[config.mk]
export PLATFORM = sky130hd
export DESIGN_NAME = pulse_tachometer_rpm
export DESIGN_NICKNAME = d
export VERILOG_FILES = /design/src/rtl/ptach_pkg.sv /design/src/rtl/ptach_front.sv /design/src/rtl/ptach_queue.sv /design/src/rtl/ptach_back.sv /design/src/rtl/pulse_tachometer_rpm.sv
export SDC_FILE = /design/constraint.sdc
export NUM_CORES = 1
export LEC_CHECK = 0
export ABC_AREA = 1
export BUFFER_PORTS_ARGS = -buffer_cell sky130_fd_sc_hd__buf_2
export CAP_MARGIN = 20
export CELL_PAD_IN_SITES_DETAIL_PLACEMENT = 1
export CELL_PAD_IN_SITES_GLOBAL_PLACEMENT = 2
export CORE_AREA = 2 2 245 247
export DETAILED_ROUTE_END_ITERATION = 12
export DIE_AREA = 0 0 247 249
export PLACE_DENSITY = 0.81
export SLEW_MARGIN = 25
export SYNTH_ARGS = -nofsm -noshare
export SYNTH_HDL_FRONTEND = slang
export SYNTH_SLANG_ARGS = --single-unit
export TNS_END_PERCENT = 20
[constraint.sdc]
create_clock -name clk -period 8.11 [get_ports clk]
set_input_delay 0.4055 -clock clk [delete_from_list [all_inputs] [get_ports clk]]
set_output_delay 0.4055 -clock clk [all_outputs]
set_load 0.01 [all_outputs]
[src/rtl/ptach_pkg.sv]
// ============================================================================
// ptach_pkg - shared types and constants for the pulse tachometer
// Field widths, divider sizing, the command beat passed from the tick
// front end to the rpm back end, and the register map.
// ============================================================================
package ptach_pkg;

    // Time base and result format
    localparam int TIME_WIDTH    = 32;
    localparam int RPM_FRAC_BITS = 4;
    localparam int RPM_W         = 30;
    localparam int DEB_W         = 20;
    localparam int PER_W         = 26;
    localparam int CFG_W         = 32;
    localparam int ADDR_W        = 4;

    // Numerator of the rpm divide: microseconds per minute, scaled
    localparam longint unsigned US_PER_MINUTE = 64'd60000000;
    localparam longint unsigned RPM_NUM_VAL   = US_PER_MINUTE << RPM_FRAC_BITS;
    localparam int NUM_W = $clog2(RPM_NUM_VAL + 64'd1);
    localparam int CNT_W = $clog2(NUM_W + 1);
    localparam logic [NUM_W-1:0] RPM_NUM = NUM_W'(RPM_NUM_VAL);
    localparam logic [RPM_W-1:0] RPM_MAX = '1;

    // Compare widths
    localparam int CMP_W = (TIME_WIDTH > 32) ? TIME_WIDTH : 32;
    localparam int LIM_W = 32;
    localparam int QX_W  = (NUM_W > RPM_W) ? NUM_W : RPM_W;

    // Command queue
    localparam int Q_DEPTH = 4;
    localparam int QPTR_W  = $clog2(Q_DEPTH);
    localparam int QCNT_W  = $clog2(Q_DEPTH + 1);

    // Register reset values
    localparam logic [DEB_W-1:0] DEB_RST     = DEB_W'(10000);
    localparam logic [PER_W-1:0] MINPER_RST  = PER_W'(1000);
    localparam logic [PER_W-1:0] TIMEOUT_RST = PER_W'(2000000);

    // Register indexes (word address)
    localparam logic [1:0] REG_DEBOUNCE = 2'd0;
    localparam logic [1:0] REG_MIN_PER  = 2'd1;
    localparam logic [1:0] REG_TIMEOUT  = 2'd2;

    typedef enum logic [1:0] {
        CMD_HOLD,
        CMD_ZERO,
        CMD_DIV
    } cmd_kind_t;

    typedef enum logic {
        BK_IDLE,
        BK_DIV
    } back_state_t;

    // One tick's worth of work for the back end
    typedef struct packed {
        cmd_kind_t               kind;
        logic [TIME_WIDTH-1:0]   period;
        logic                    new_reading;
        logic                    stopped;
    } cmd_t;

    // Clamp a quotient to the result width
    function automatic logic [RPM_W-1:0] sat_rpm(input logic [NUM_W-1:0] q);
        logic [QX_W-1:0] qx;
        qx = QX_W'(q);
        if (qx > QX_W'(RPM_MAX))
            return RPM_MAX;
        return RPM_W'(qx);
    endfunction

endpackage

[src/rtl/ptach_front.sv]
// ============================================================================
// ptach_front - tick front end
// Takes one tick beat per accept, runs edge detect, debounce wait, period
// counter and timeout check, and pushes one command per tick to the queue.
// ============================================================================
module ptach_front (
    input  logic                        clk,
    input  logic                        rst_n,
    input  logic                        in_valid,
    output logic                        in_stall,
    input  logic                        pin_level,
    input  logic [ptach_pkg::DEB_W-1:0] debounce_ticks,
    input  logic [ptach_pkg::PER_W-1:0] min_period,
    input  logic [ptach_pkg::PER_W-1:0] timeout_ticks,
    input  logic                        q_full,
    output logic                        push,
    output ptach_pkg::cmd_t             cmd
);
    import ptach_pkg::*;

    logic                  prev_reg, prev_next;
    logic                  settling_reg, settling_next;
    logic [DEB_W-1:0]      settle_reg, settle_next;
    logic [TIME_WIDTH-1:0] since_reg, since_next;
    logic                  stopped_reg, stopped_next;

    logic                  check;
    logic                  accept;
    logic                  timeout;
    logic                  long_period;
    logic [TIME_WIDTH-1:0] since_inc;
    logic [LIM_W-1:0]      limit60;

    assign in_stall = q_full;
    assign push     = in_valid && !q_full;

    // 60 * timeout as shift and subtract
    assign limit60 = (LIM_W'(timeout_ticks) << 6) - (LIM_W'(timeout_ticks) << 2);

    // Tick state update
    always_comb
    begin
        since_inc     = (since_reg == '1) ? since_reg : since_reg + 1'b1;
        check         = 1'b0;
        settling_next = settling_reg;
        settle_next   = settle_reg;

        if (settling_reg)
        begin
            if (settle_reg >= debounce_ticks)
                check = 1'b1;
            else
                settle_next = settle_reg + 1'b1;
        end
        else if (pin_level && !prev_reg)
        begin
            settling_next = 1'b1;
            if (debounce_ticks == '0)
            begin
                check       = 1'b1;
                settle_next = '0;
            end
            else
                settle_next = DEB_W'(1);
        end

        if (check)
        begin
            settling_next = 1'b0;
            settle_next   = '0;
        end

        accept      = check && pin_level
                      && (CMP_W'(since_inc) >= CMP_W'(min_period));
        long_period = CMP_W'(since_inc) >= CMP_W'(limit60);
        since_next  = accept ? '0 : since_inc;
        timeout     = CMP_W'(since_next) >= CMP_W'(timeout_ticks);

        stopped_next = stopped_reg;
        if (accept)
            stopped_next = 1'b0;
        if (timeout)
            stopped_next = 1'b1;

        prev_next = pin_level;

        // Command for the back end
        cmd.period      = since_inc;
        cmd.new_reading = accept;
        cmd.stopped     = stopped_next;
        if (timeout || (accept && long_period))
            cmd.kind = CMD_ZERO;
        else if (accept)
            cmd.kind = CMD_DIV;
        else
            cmd.kind = CMD_HOLD;
    end

    always_ff @(posedge clk or negedge rst_n)
    begin
        if (!rst_n)
        begin
            prev_reg     <= 1'b0;
            settling_reg <= 1'b0;
            settle_reg   <= '0;
            since_reg    <= '0;
            stopped_reg  <= 1'b0;
        end
        else if (push)
        begin
            prev_reg     <= prev_next;
            settling_reg <= settling_next;
            settle_reg   <= settle_next;
            since_reg    <= since_next;
            stopped_reg  <= stopped_next;
        end
    end

    // An accepted pulse restarts the period count
    a_accept_clears_period: assert property (@(posedge clk) disable iff (!rst_n)
        push && cmd.new_reading |=> since_reg == '0)
        else $error("period counter not cleared after accepted pulse");

    // Outside a debounce wait the wait counter rests at zero
    a_idle_settle_zero: assert property (@(posedge clk) disable iff (!rst_n)
        !settling_reg |-> settle_reg == '0)
        else $error("debounce counter nonzero while not settling");

endmodule

[src/rtl/ptach_queue.sv]
// ============================================================================
// ptach_queue - command queue
// Short FIFO of command beats between the tick front end and the divider
// back end, so each side stalls on its own.
// ============================================================================
module ptach_queue (
    input  logic            clk,
    input  logic            rst_n,
    input  logic            push,
    input  ptach_pkg::cmd_t push_data,
    output logic            full,
    input  logic            pop,
    output logic            q_valid,
    output ptach_pkg::cmd_t q_data
);
    import ptach_pkg::*;

    cmd_t              entry_reg [Q_DEPTH];
    logic [QPTR_W-1:0] wr_ptr_reg, rd_ptr_reg;
    logic [QCNT_W-1:0] count_reg;
    logic              do_pop;

    assign full    = count_reg == QCNT_W'(Q_DEPTH);
    assign q_valid = count_reg != '0;
    assign q_data  = entry_reg[rd_ptr_reg];
    assign do_pop  = pop && q_valid;

    // Storage
    always_ff @(posedge clk)
    begin
        if (push && !full)
            entry_reg[wr_ptr_reg] <= push_data;
    end

    // Pointers and fill count
    always_ff @(posedge clk or negedge rst_n)
    begin
        if (!rst_n)
        begin
            wr_ptr_reg <= '0;
            rd_ptr_reg <= '0;
            count_reg  <= '0;
        end
        else
        begin
            if (push && !full)
                wr_ptr_reg <= wr_ptr_reg + 1'b1;
            if (do_pop)
                rd_ptr_reg <= rd_ptr_reg + 1'b1;
            if ((push && !full) && !do_pop)
                count_reg <= count_reg + 1'b1;
            else if (!(push && !full) && do_pop)
                count_reg <= count_reg - 1'b1;
        end
    end

    a_count_bound: assert property (@(posedge clk) disable iff (!rst_n)
        count_reg <= QCNT_W'(Q_DEPTH))
        else $error("queue fill count above depth");

endmodule

[src/rtl/ptach_back.sv]
// ============================================================================
// ptach_back - rpm back end
// Pops commands, runs a radix-2 restoring divide for accepted pulses,
// keeps the held rpm and drives the registered result beat.
// ============================================================================
module ptach_back (
    input  logic                        clk,
    input  logic                        rst_n,
    input  logic                        q_valid,
    input  ptach_pkg::cmd_t             q_data,
    output logic                        pop,
    output logic                        out_valid,
    input  logic                        out_stall,
    output logic [ptach_pkg::RPM_W-1:0] rpm_q4,
    output logic                        new_reading,
    output logic                        stopped
);
    import ptach_pkg::*;

    back_state_t           state_reg, state_next;
    logic [RPM_W-1:0]      hold_reg, hold_next;
    logic                  out_valid_reg, out_valid_next;
    logic [RPM_W-1:0]      out_rpm_reg, out_rpm_next;
    logic                  out_new_reg, out_new_next;
    logic                  out_stop_reg, out_stop_next;
    logic [NUM_W-1:0]      quo_reg, quo_next;
    logic [TIME_WIDTH-1:0] rem_reg, rem_next;
    logic [TIME_WIDTH-1:0] div_reg, div_next;
    logic [CNT_W-1:0]      cnt_reg, cnt_next;
    logic                  pend_new_reg, pend_new_next;
    logic                  pend_stop_reg, pend_stop_next;

    logic                  out_free;
    logic [TIME_WIDTH:0]   trial;
    logic [TIME_WIDTH:0]   diff;

    assign out_free    = !out_valid_reg || !out_stall;
    assign out_valid   = out_valid_reg;
    assign rpm_q4      = out_rpm_reg;
    assign new_reading = out_new_reg;
    assign stopped     = out_stop_reg;

    // One divider step: shift in next numerator bit, trial subtract
    assign trial = {rem_reg, quo_reg[NUM_W-1]};
    assign diff  = trial - {1'b0, div_reg};

    // Next state
    always_comb
    begin
        state_next = state_reg;
        unique case (state_reg)
            BK_IDLE:
                if (q_valid && out_free && q_data.kind == CMD_DIV)
                    state_next = BK_DIV;
            BK_DIV:
                if (cnt_reg == '0 && out_free)
                    state_next = BK_IDLE;
            default:
                state_next = BK_IDLE;
        endcase
    end

    // Datapath and outputs
    always_comb
    begin
        pop            = 1'b0;
        hold_next      = hold_reg;
        out_valid_next = out_valid_reg && out_stall;
        out_rpm_next   = out_rpm_reg;
        out_new_next   = out_new_reg;
        out_stop_next  = out_stop_reg;
        quo_next       = quo_reg;
        rem_next       = rem_reg;
        div_next       = div_reg;
        cnt_next       = cnt_reg;
        pend_new_next  = pend_new_reg;
        pend_stop_next = pend_stop_reg;

        unique case (state_reg)
            BK_IDLE:
            begin
                if (q_valid && out_free)
                begin
                    pop = 1'b1;
                    if (q_data.kind == CMD_DIV)
                    begin
                        quo_next       = RPM_NUM;
                        rem_next       = '0;
                        div_next       = q_data.period;
                        cnt_next       = CNT_W'(NUM_W);
                        pend_new_next  = q_data.new_reading;
                        pend_stop_next = q_data.stopped;
                    end
                    else
                    begin
                        if (q_data.kind == CMD_ZERO)
                            hold_next = '0;
                        out_valid_next = 1'b1;
                        out_rpm_next   = (q_data.kind == CMD_ZERO) ? '0 : hold_reg;
                        out_new_next   = q_data.new_reading;
                        out_stop_next  = q_data.stopped;
                    end
                end
            end
            BK_DIV:
            begin
                if (cnt_reg != '0)
                begin
                    cnt_next = cnt_reg - 1'b1;
                    if (!diff[TIME_WIDTH])
                    begin
                        rem_next = diff[TIME_WIDTH-1:0];
                        quo_next = {quo_reg[NUM_W-2:0], 1'b1};
                    end
                    else
                    begin
                        rem_next = trial[TIME_WIDTH-1:0];
                        quo_next = {quo_reg[NUM_W-2:0], 1'b0};
                    end
                end
                else if (out_free)
                begin
                    hold_next      = sat_rpm(quo_reg);
                    out_valid_next = 1'b1;
                    out_rpm_next   = sat_rpm(quo_reg);
                    out_new_next   = pend_new_reg;
                    out_stop_next  = pend_stop_reg;
                end
            end
            default:
            begin
                pop = 1'b0;
            end
        endcase
    end

    // Control state
    always_ff @(posedge clk or negedge rst_n)
    begin
        if (!rst_n)
        begin
            state_reg     <= BK_IDLE;
            hold_reg      <= '0;
            out_valid_reg <= 1'b0;
            cnt_reg       <= '0;
        end
        else
        begin
            state_reg     <= state_next;
            hold_reg      <= hold_next;
            out_valid_reg <= out_valid_next;
            cnt_reg       <= cnt_next;
        end
    end

    // Payload
    always_ff @(posedge clk)
    begin
        out_rpm_reg   <= out_rpm_next;
        out_new_reg   <= out_new_next;
        out_stop_reg  <= out_stop_next;
        quo_reg       <= quo_next;
        rem_reg       <= rem_next;
        div_reg       <= div_next;
        pend_new_reg  <= pend_new_next;
        pend_stop_reg <= pend_stop_next;
    end

    // No command is taken while a divide is running
    a_no_pop_in_div: assert property (@(posedge clk) disable iff (!rst_n)
        state_reg == BK_DIV |-> !pop)
        else $error("queue popped during divide");

    // Step counter never exceeds the quotient width
    a_div_count: assert property (@(posedge clk) disable iff (!rst_n)
        cnt_reg <= CNT_W'(NUM_W))
        else $error("divide step count out of range");

endmodule

[src/rtl/pulse_tachometer_rpm.sv]
// ============================================================================
// pulse_tachometer_rpm - period-measuring tachometer, rpm in 1/16 units
// One tick beat in, one result beat out. Front end debounces and times
// pulses; back end divides scaled microseconds-per-minute by the period.
//
//   channel | direction | handshake          | payload
//   --------+-----------+--------------------+-------------------------------
//   in      | input     | in_valid/in_stall  | pin_level
//   out     | output    | out_valid/out_stall| rpm_q4, new_reading, stopped
//   cfg     | input     | APB psel/penable   | debounce_ticks, min_period,
//           |           |                    | timeout_ticks at 0x0/0x4/0x8
//
// A tick that needs no divide is answered from the held rpm, or as zero. A
// tick with an accepted pulse of normal length runs the radix-2 restoring
// divider, one quotient bit a cycle, before its result beat goes out.
// The four-entry command queue lets the front end keep taking ticks while
// the divider runs; in_stall rises only when that queue is full.
// Reset clears all timing state and loads register defaults; no clearing
// pass is needed. A stalled output holds its beat and takes no new command.
// ============================================================================
module pulse_tachometer_rpm (
    input  logic                         clk,
    input  logic                         rst_n,
    input  logic                         in_valid,
    output logic                         in_stall,
    input  logic                         pin_level,
    output logic                         out_valid,
    input  logic                         out_stall,
    output logic [ptach_pkg::RPM_W-1:0]  rpm_q4,
    output logic                         new_reading,
    output logic                         stopped,
    input  logic                         psel,
    input  logic                         penable,
    input  logic                         pwrite,
    input  logic [ptach_pkg::ADDR_W-1:0] paddr,
    input  logic [ptach_pkg::CFG_W-1:0]  pwdata,
    output logic [ptach_pkg::CFG_W-1:0]  prdata,
    output logic                         pready
);
    import ptach_pkg::*;

    logic [DEB_W-1:0] deb_reg;
    logic [PER_W-1:0] minper_reg;
    logic [PER_W-1:0] timeout_reg;
    logic             wr_en;
    logic [1:0]       reg_idx;

    logic             q_full;
    logic             push;
    cmd_t             push_cmd;
    logic             pop;
    logic             q_valid;
    cmd_t             q_data;

    assign pready  = 1'b1;
    assign wr_en   = psel && penable && pwrite && pready;
    assign reg_idx = paddr[3:2];

    // Register writes
    always_ff @(posedge clk or negedge rst_n)
    begin
        if (!rst_n)
        begin
            deb_reg     <= DEB_RST;
            minper_reg  <= MINPER_RST;
            timeout_reg <= TIMEOUT_RST;
        end
        else if (wr_en)
        begin
            unique case (reg_idx)
                REG_DEBOUNCE: deb_reg     <= pwdata[DEB_W-1:0];
                REG_MIN_PER:  minper_reg  <= pwdata[PER_W-1:0];
                REG_TIMEOUT:  timeout_reg <= pwdata[PER_W-1:0];
                default:      deb_reg     <= deb_reg;
            endcase
        end
    end

    // Register reads
    always_comb
    begin
        unique case (reg_idx)
            REG_DEBOUNCE: prdata = CFG_W'(deb_reg);
            REG_MIN_PER:  prdata = CFG_W'(minper_reg);
            REG_TIMEOUT:  prdata = CFG_W'(timeout_reg);
            default:      prdata = '0;
        endcase
    end

    ptach_front u_front (
        .clk            (clk),
        .rst_n          (rst_n),
        .in_valid       (in_valid),
        .in_stall       (in_stall),
        .pin_level      (pin_level),
        .debounce_ticks (deb_reg),
        .min_period     (minper_reg),
        .timeout_ticks  (timeout_reg),
        .q_full         (q_full),
        .push           (push),
        .cmd            (push_cmd)
    );

    ptach_queue u_queue (
        .clk       (clk),
        .rst_n     (rst_n),
        .push      (push),
        .push_data (push_cmd),
        .full      (q_full),
        .pop       (pop),
        .q_valid   (q_valid),
        .q_data    (q_data)
    );

    ptach_back u_back (
        .clk         (clk),
        .rst_n       (rst_n),
        .q_valid     (q_valid),
        .q_data      (q_data),
        .pop         (pop),
        .out_valid   (out_valid),
        .out_stall   (out_stall),
        .rpm_q4      (rpm_q4),
        .new_reading (new_reading),
        .stopped     (stopped)
    );

endmodule
; ---- Word level (Yosys, flattened, before mapping)
; Memory sizes are Yosys's and may differ from the RTL's.
; Index checks and enable logic that the tools add are counted.
[word_totals]
regBits = 299
latch_bits = 0
ram_bits = 144
romBits = 0
in_bits = 44
output_inout_bits = 67
word_cells = 158
memories = 1
[mem_list]
columns = memory, words, width, read_ports, rd_clocked_by_memory_dff, wr, line_no
row1 = u_queue.entry_reg, 4, 36, 1, 0, 1, ptach_queue.sv:18  ; cmd_t entry_reg [Q_DEPTH];
[op_classes]
addsub = 9
mul = 0
n_div = 0
order_cmp = 5
eq_ne = 13
n_shift = 0
n_mux = 69
bitwise = 1
reduce_logical = 37
[ops]
columns = cell, n
row1 = $mux 30, 10
row2 = $mux 32, 6
row3 = $pmux 30 s2, 2
row4 = $mux 20, 4
row5 = $pmux 26 s3, 1
row6 = $ge 32x26->1, 2
row7 = $pmux 32 s2, 1
row8 = $mux 1, 33
row9 = $sub 33x32->33, 1
row10 = $add 32x1->32 const B, 1
row11 = $eq 32x32->1 const B, 1
row12 = $ge 32x32->1, 1
row13 = $sub 32x28->32, 1
row14 = $gt 30x30->1 const B, 1
row15 = $add 20x1->20 const B, 1
row16 = $ge 20x20->1, 1
row17 = $logic_not 20->1, 1
row18 = $logic_and 1x1->1, 15
row19 = $mux 5, 3
row20 = $pmux 5 s2, 1
row21 = $reduce_and 3->1, 3
row22 = $ne 2x2->1 const B, 4
row23 = $pmux 1 s2, 4
row24 = $logic_not 1->1, 6
row25 = 20 further kinds, 30

; ---- Depth between registers and ports, before layout
; Gate-level depths: netlist of run 1.
[depth]
depth_word = 10
ltp_mapped = 46
depth_no_buf = 44

; ---- Cells and area by module
; From an unflattened synthesis of run 1, not the netlist that was laid out.
[unflattened]
hier_cells = 3171
area_unflattened_um2 = 26304.0
[by_module_without_submodules]
columns = module, instances, cells_per_inst, area_each_um2, seq_area_each_um2
row1 = ptach_back, 1, 1121, 9262.6, 4769.6
row2 = ptach_front, 1, 1139, 7467.2, 1376.3
row3 = ptach_queue, 1, 480, 6236.0, 4499.3
row4 = pulse_tachometer_rpm, 1, 431, 3338.2, 1824.2

; ---- Worst setup path before layout of run 1
; OpenSTA, ideal clock, no wires.
[synth_timing]
kind = reg-to-reg
start = register u_queue.rd_ptr_reg[1]
end = register u_back.cnt_reg[4]
setup_time_ps = 132
arrival_time_ps = 4489
required_time_ps = 7978
path_slack_ps = 3489
stages_incl_launch_ff = 14
n_path_buf = 1
period_less_slack_ps = 4621
path_cell_list = dfrtp_1 buf_2 inv_2 o21ai_0 o22ai_1 nand2_1 nor2_1 nor2_1 inv_1 nand2_1 nor2_1 nand2_1 a21oi_1 o21ai_0
[synth_between]
elab_chain_cells = 4
[synth_rtl]
columns = element, line_no
row1 = from (decl), ptach_queue.sv:19  ; logic [QPTR_W-1:0] wr_ptr_reg, rd_ptr_reg;
row2 = from (signal assigned), ptach_queue.sv:49  ; rd_ptr_reg <= rd_ptr_reg + 1'b1;
row3 = $mem_v2 4x36, -
row4 = $eq 2x2->1, ptach_back.sv:85  ; if (q_data.kind == CMD_DIV)
row5 = $ne 2x1->1 (no source line), -
row6 = $reduce_and 3->1 (no source line), -
row7 = to (signal assigned), ptach_back.sv:152  ; cnt_reg <= cnt_next;
row8 = to (decl), ptach_back.sv:29  ; logic [CNT_W-1:0] cnt_reg, cnt_next;
; No other way between the ends.
; A chain may end at the register's enable or synchronous reset.

==> flow_summary.ini, run 1 <==
[worst_setup_path]
crit_type = reg2reg
regToRegEndpoint = u_queue.entry_reg[2][35]
max_stage_delay_ps = 520
r2r-start = u_front.since_reg[0]
cp.arrival_ps = 7000
critical_path.top_delay_family = simple AND/OR/NAND/NOR gates
endpoint_kind = register
crit_buf_inv = 4
worstRegToRegCells = 41
crit_top_cell = nand2_1
cp.depth = 41
setup.worst_path.start = u_front.since_reg[0]
required_ps = 8520
r2r_slack_ps = 1520
setup.worst_path.start_class = register
cp-endpoint = u_queue.entry_reg[2][35]
crit_slowest_cell = xor2_1
cp_max_fo = 32

[sta]
finalSetupViolations = 0
worst_pin_slew_ps = 930.4
clock-skew-final_ps = 16.61
worst_slack_ps = 1515
period_needed_ps = 6595
hold_violations = 0
rsz0062_at_grt = false
maxSlewHeadroom_pct = 37.91
fin_tns_setup_ps = 0
drv_slew = 0
clock.fmax_ghz = 0.1516
min_period_over_period_pct = 81.32
hold_ws_ps = 39.04

[route]
drt-initial-drc-count = 861
wl_um = 68990
vias = 19071
antenna_left = 0
drc = 0
dr.pass1.iters = 5
wl_per_cell_um = 18.91
vias_per_cell = 5.226

[final_layout]
largest_reg_flops = 144
final_common_cell = nand2_1
postLayoutCoreUtil_pct = 47.00
drive_above_1_share_pct = 9.458
stdcell_count = 3649
insertedDiodeCount = 0
syn_to_final_growth_pct = 12.29
final_cell_mix = 575 x nand2_1, 393 x inv_1, 274 x nor2_1
nets = 3046

[clocking]
clock_sinks = 443
clockBufferDepth = 3
cts.repair.resized = 0
htreeDepth = 2
path_clk_slew_ps = 60
clock_latency_ps = 610
ctsRootBufferMaster = clkbuf_16
cts_tree = yes
cts_buffers = 50

[global_route]
grt_pass1_wl_um = 111200
grt_pass1_vias = 20713
grt_overflow_total = 0
grt_start_max_net_pins = 83
antenna_found_initial = 2
grt.total_usage_pct = 22.82

[synthesis]
synth_edf_count = 272
syn_area_sq_um = 24560
ys_types = 54
synth_cells = 2747
synth-main-ff-cell = edfxtp_1
async_flop_share_pct = 38.60
avgSynthCellArea_sq_um = 8.942
synth_seq_cells = 443
ys_warn_count = 0
ys_seq_area_share_pct = 50.76

[floorplan]
die_area_sq_um = 61500
rows = 89
die_x_um = 247
die_h_um = 249
pin_count = 111
start_util_pct = 41.86
core_area_sq_um = 58690

[power]
vdd_drop_max_mv = 0.3419
leakagePower_nw = 12.58
power_density_nw_per_um2 = 375.1

[placement]
finalWeightedCongestion = 0.8528
hpwlAfterDp_um = 51150
preCtsSetupSlack_ps = 1520
port_buffers = 95
dpl.cell_count = 3554

[status]
status = finished clean

[job]
cap_violations = 0

[hold_path]
min_path_type = in2reg
==> final cells by class <==
type | instances | area, sq um
inverters | 401 | 1505
well taps | 773 | 967.2
fillers | 6845 | 31100
flip-flops and latches | 443 | 12470
clock buffers | 72 | 1424
repair buffers | 121 | 683.2
clock inverters | 22 | 277.8
multi-input cells | 1817 | 10250
==> routing by layer <==
| layer | GRT usage, % | vias to the layer above | wire [um] |
|---|---|---|---|
| li1 | - | 9331 | - |
| met2 | 40.13 | 217 | 34220 |
| met5 | 0 | - | 0 |
| met4 | 5.353 | 0 | 1503 |
| met3 | 3.297 | 91 | 2006 |
| met1 | 29.47 | 9432 | 31260 |
==> report_power, final <==
| group | switching [mW] | internal (mW) |
|---|---|---|
| Combinational | 2.96 | 1.40 |
| Sequential | 0.313 | 3.35 |
| Clock | 0.962 | 1.36 |
==> synthesized netlist by cell type (4+ instances only) <==
cell	instances	share of area, %
a31oi_1	11	0.28
o21ai_1	26	0.53
dfrtp_1	153	16
o31ai_1	23	0.70
nand4_1	20	0.51
o21a_1	9	0.28
nand3b_1	4	0.12
a21oi_1	103	2.1
o21bai_1	11	0.34
o21ai_0	236	4.8
o221ai_1	19	0.68
a21boi_0	8	0.24
xnor2_1	40	1.4
edfxtp_1	272	33
nand3_2	5	0.20
nand2_1	577	8.8
nor4_1	14	0.36
nand3_1	66	1.3
buf_4	10	0.31
clkbuf_1	61	0.93
o22ai_1	53	1.3
xor2_1	56	2.0
buf_2	12	0.24
nor2_2	9	0.23
a211oi_1	5	0.15
inv_1	395	6.0
nor2_1	281	4.3
a21o_1	8	0.24
ha_1	166	8.5
nor3_1	23	0.47
dfstp_2	18	1.9
mux2_2	11	0.50
nand2_2	4	0.10
buf_1	5	0.076
==> cells by family after synthesis <==
family	count (synthesis)	share of synthesized area, %
other	2	0.03057
flip-flops	443	50.76
buffers and inverters	492	7.824
adder cells (fa/ha/maj)	168	8.619
AO/OA/AOI/OAI	523	12.09
XOR/XNOR	96	3.423
AND/OR/NAND/NOR	1012	16.74
multiplexers	11	0.5043
==> how the worst min path moves through the flow <==
stage	end	slack [ps]	startpoint	cells past startpoint
global route	timeout_reg[20]	30	pwdata[20]	3
detailed placement	u_front.settle_reg[8]	350	rst_n	1
floorplan	deb_reg[0]	110	rst_n	0
global placement	u_front.settle_reg[8]	360	rst_n	1
CTS	timeout_reg[20]	10	pwdata[20]	3
finish	timeout_reg[20]	40	pwdata[20]	3
==> worst reg2reg max path, delay by kind of cell, from the launching register on <==
kind            cells  cell delay, ps
simple gates       31            3840
buf+inv             4             630
compound gates      2             150
flops               1             410
fa+ha+maj           3             850
xor+xnor            1             520
==> metrics by stage <==
stage | instance area (sq um) | total power, mW
floorplan | 24580 | 6.682
global placement | 25850 | 7.842
detailed placement | 25860 | 8.094
CTS | 27570 | 10.49
global route | 27580 | 11.18
finish | 27580 | 10.35
==> what timing repair did <==
item                                   4_1_cts  5_1_grt
buffers inserted                             0        0
endpoints found under the hold margin       34        0
hold buffers                                 1        0
Note: power is estimated with default switching activity, not from simulation.
==> inputs of run 2 (changes only) <==
ABC_AREA = 0   (was 1)
CORE_AREA = 2 2 243 245   (was 2 2 245 247)
DIE_AREA = 0 0 245 247   (was 0 0 247 249)
PLACE_DENSITY = 0.75   (was 0.81)
clock period = 6.5 ns   (was 8.11 ns; I/O delays follow)
==> run 2 against run 1 <==
  * Critical path depth decreased by 10
  * Sequential cell count stayed put
  * Sequential share of layout area fell by 0.33 points
  * Wire length decreased by 4.4%
  * Highest routed layer unchanged
==> flow_summary.ini, run 2 <==
[floorplan]
start_util_pct = 41.37
die_area_sq_um = 60520
core_area_sq_um = 58240
pin_count = 111
die_x_um = 245
rows = 89
die_h_um = 247

[sta]
clock.fmax_ghz = 0.1651
min_period_over_period_pct = 93.19
fin_tns_setup_ps = 0
worst_pin_slew_ps = 1071
rsz0062_at_grt = false
finalSetupViolations = 0
drv_slew = 0
clock-skew-final_ps = 37.11
hold_violations = 0
maxSlewHeadroom_pct = 28.63
hold_ws_ps = 28.95
period_needed_ps = 6058

[route]
drc = 0
drt-initial-drc-count = 836
vias_per_cell = 5.515
wl_um = 65940
vias = 17113
antenna_left = 0
wl_per_cell_um = 21.25
dr.pass1.iters = 7

[clocking]
postCtsSetupRepairBufs = 0
path_clk_slew_ps = 60
clockBufferDepth = 3
ctsRootBufferMaster = clkbuf_16
htreeDepth = 2
clock_sinks = 443
cts_tree = yes
clock_latency_ps = 630
cts_buffers = 49

[synthesis]
synth_seq_cells = 443
yosysMostFrequentCell = edfxtp_1
synth-main-ff-cell = edfxtp_1
synthXorXnorAreaFrac_pct = 3.162
synth_area_leader_cell = edfxtp_1
avgSynthCellArea_sq_um = 11.36
synth_compound_area_share_pct = 12.77
synth_top_family_by_area = compound AO/OA/AOI/OAI gates
syn_area_sq_um = 24100
yosys-top-cells-count = 272 x edfxtp_1, 173 x nand2_1, 166 x ha_1, 153 x dfrtp_1, 147 x o21ai_0
synth_edf_count = 272
synthMuxAreaShare_pct = 7.799
ys_warn_count = 0
synth_cells = 2122
synth_fa_ha_area_share_pct = 8.786
synth_simple_gate_area_share_pct = 11.98
ys_seq_area_share_pct = 51.75
ys_types = 77
async_flop_share_pct = 38.60
synth_top_area_share_pct = 33.90
ys_top_cells_by_area = edfxtp_1 34%, dfrtp_1 16%, ha_1 8.6%, mux4_2 3.4%, o21ai_0 3.1%

[worst_setup_path]
max_stage_delay_ps = 430
r2r-start = u_front.since_reg[1]
cp.arrival_ps = 6400
crit_slowest_cell = dfrtp_1
worstRegToRegCells = 31
r2r_slack_ps = 440
crit_type = reg2reg
cp_max_fo = 8
endpoint_kind = register
regToRegEndpoint = u_queue.entry_reg[2][0]
setup.worst_path.start_class = register
required_ps = 6850

[power]
power_density_nw_per_um2 = 453.4
power.total_mw = 12.60
pwr-share-clk_pct = 22.7
power.share.combinational_pct = 41.3
leakagePower_nw = 11.87
vdd_drop_max_mv = 0.2471
switching_share_pct = 37.34
p_switching_mw = 4.703
pwr-share-seq_pct = 36.0
p_int_mw = 7.892

[job]
cap_violations = 0

[final_layout]
final_cell_mix = 272 x edfxtp_1, 171 x nand2_1, 166 x ha_1
syn_to_final_growth_pct = 15.29
nets = 2501
largest_reg_flops = 144
final_common_cell = edfxtp_1
drive_above_1_share_pct = 16.62
nFillCells = 6207

[placement]
port_buffers = 95
finalWeightedCongestion = 0.8251
hpwlAfterDp_um = 47920

[global_route]
grt_pass1_wl_um = 103800
grt.total_usage_pct = 22.03
grt_overflow_total = 0
antenna_found_initial = 0
grt_pass1_vias = 18027
grt_start_max_net_pins = 83

[hold_path]
holdPathStages = 3
hold_end = minper_reg[16]
hold_start = pwdata[16]
min_path_type = in2reg

[status]
status = finished clean
-- run 2: cell types whose count changed in the layout (fill, tap and decap cells not counted), sizes merged, moves of 51 or more --
cell / change
a21o: +51
and2: +57
inv: -253
nand2: -409
nor2: -183
o21ai: -112
-- run 2: area by class of cell --
type | count | area [sq um] | area share, %
sequential | 443 | 12470 | 44.89
multi-input combinational | 1455 | 10830 | 38.97
timing repair buffer | 193 | 1292 | 4.653
clock buffer | 60 | 1287 | 4.635
tap | 773 | 967.2 | 3.482
inverter | 147 | 551.8 | 1.986
clock inverter | 31 | 380.4 | 1.369
antenna | 1 | 2.502 | 0.009008
-- run 2: cell families after synthesis --
logic type | Yosys count
xor gates and xnor gates | 87
other | 2
buffers and inverters | 229
DFF | 443
muxes | 136
adders and majority gates | 168
and+or+nand+nor | 576
AOI/OAI and AO/OA | 481
-- run 2: stage by stage --
| step | instances | setup slack (ps) | instance area (sq um) | utilization [%] |
|---|---|---|---|---|
| floorplan | 2127 | 725.5 | 24110 | - |
| global placement | 2984 | 400.9 | 25790 | 44.28 |
| detailed placement | 2984 | 312.5 | 25790 | 44.28 |
| CTS | 3102 | 215.7 | 27730 | 47.61 |
| global route | 3102 | 24.34 | 27780 | 47.69 |
| finish | 3103 | 442.4 | 27780 | 47.70 |
-- run 2: repair_timing --
item                                    4_1_cts  5_1_grt
hold endpoints to repair                    133        0
hold buffers                                 27        0
resized for setup                             0       13
endpoints found under the setup margin        0       13
-- run 2: how the worst max path moves through the flow --
stage	start	end	slack [ps]	depth (start not counted)
floorplan	u_front.since_reg[18]	u_queue.entry_reg[0][34]	730	30
global placement	u_front.since_reg[1]	u_queue.entry_reg[0][34]	400	30
detailed placement	u_front.since_reg[1]	u_queue.entry_reg[0][34]	310	30
CTS	u_front.since_reg[1]	u_queue.entry_reg[2][34]	220	29
global route	u_front.since_reg[1]	u_queue.entry_reg[0][0]	20	30
finish	u_front.since_reg[1]	u_queue.entry_reg[2][0]	440	31
-- run 2: routing by layer --
layer,GRT usage [%],vias up,share of wire (%)
met5,0,-,0
met4,6.438,0,2.6
met3,2.778,90,3.0
met2,37.29,275,48
met1,29.66,8653,46
li1,-,8095,-
-- run 2: worst max-delay path: cells and delay by family (launching register included) --
family / cells / cell delay, ps
compound gates: 13 / 2300
xor+xnor: 1 / 160
fa+ha+maj: 3 / 770
buf+inv: 3 / 510
flops: 1 / 430
simple gates: 11 / 1590
-- run 2: power groups by stage --
stage | clock [mW] | sequential, mW | combinational (mW)
after global routing | 3.05 | 4.62 | 5.81
after CTS | 2.94 | 4.54 | 5.26
final | 2.86 | 4.53 | 5.20
after floorplan | 0 | 4.44 | 3.70
after global placement | 0 | 4.54 | 5.03
after detailed placement | 0 | 4.58 | 5.21
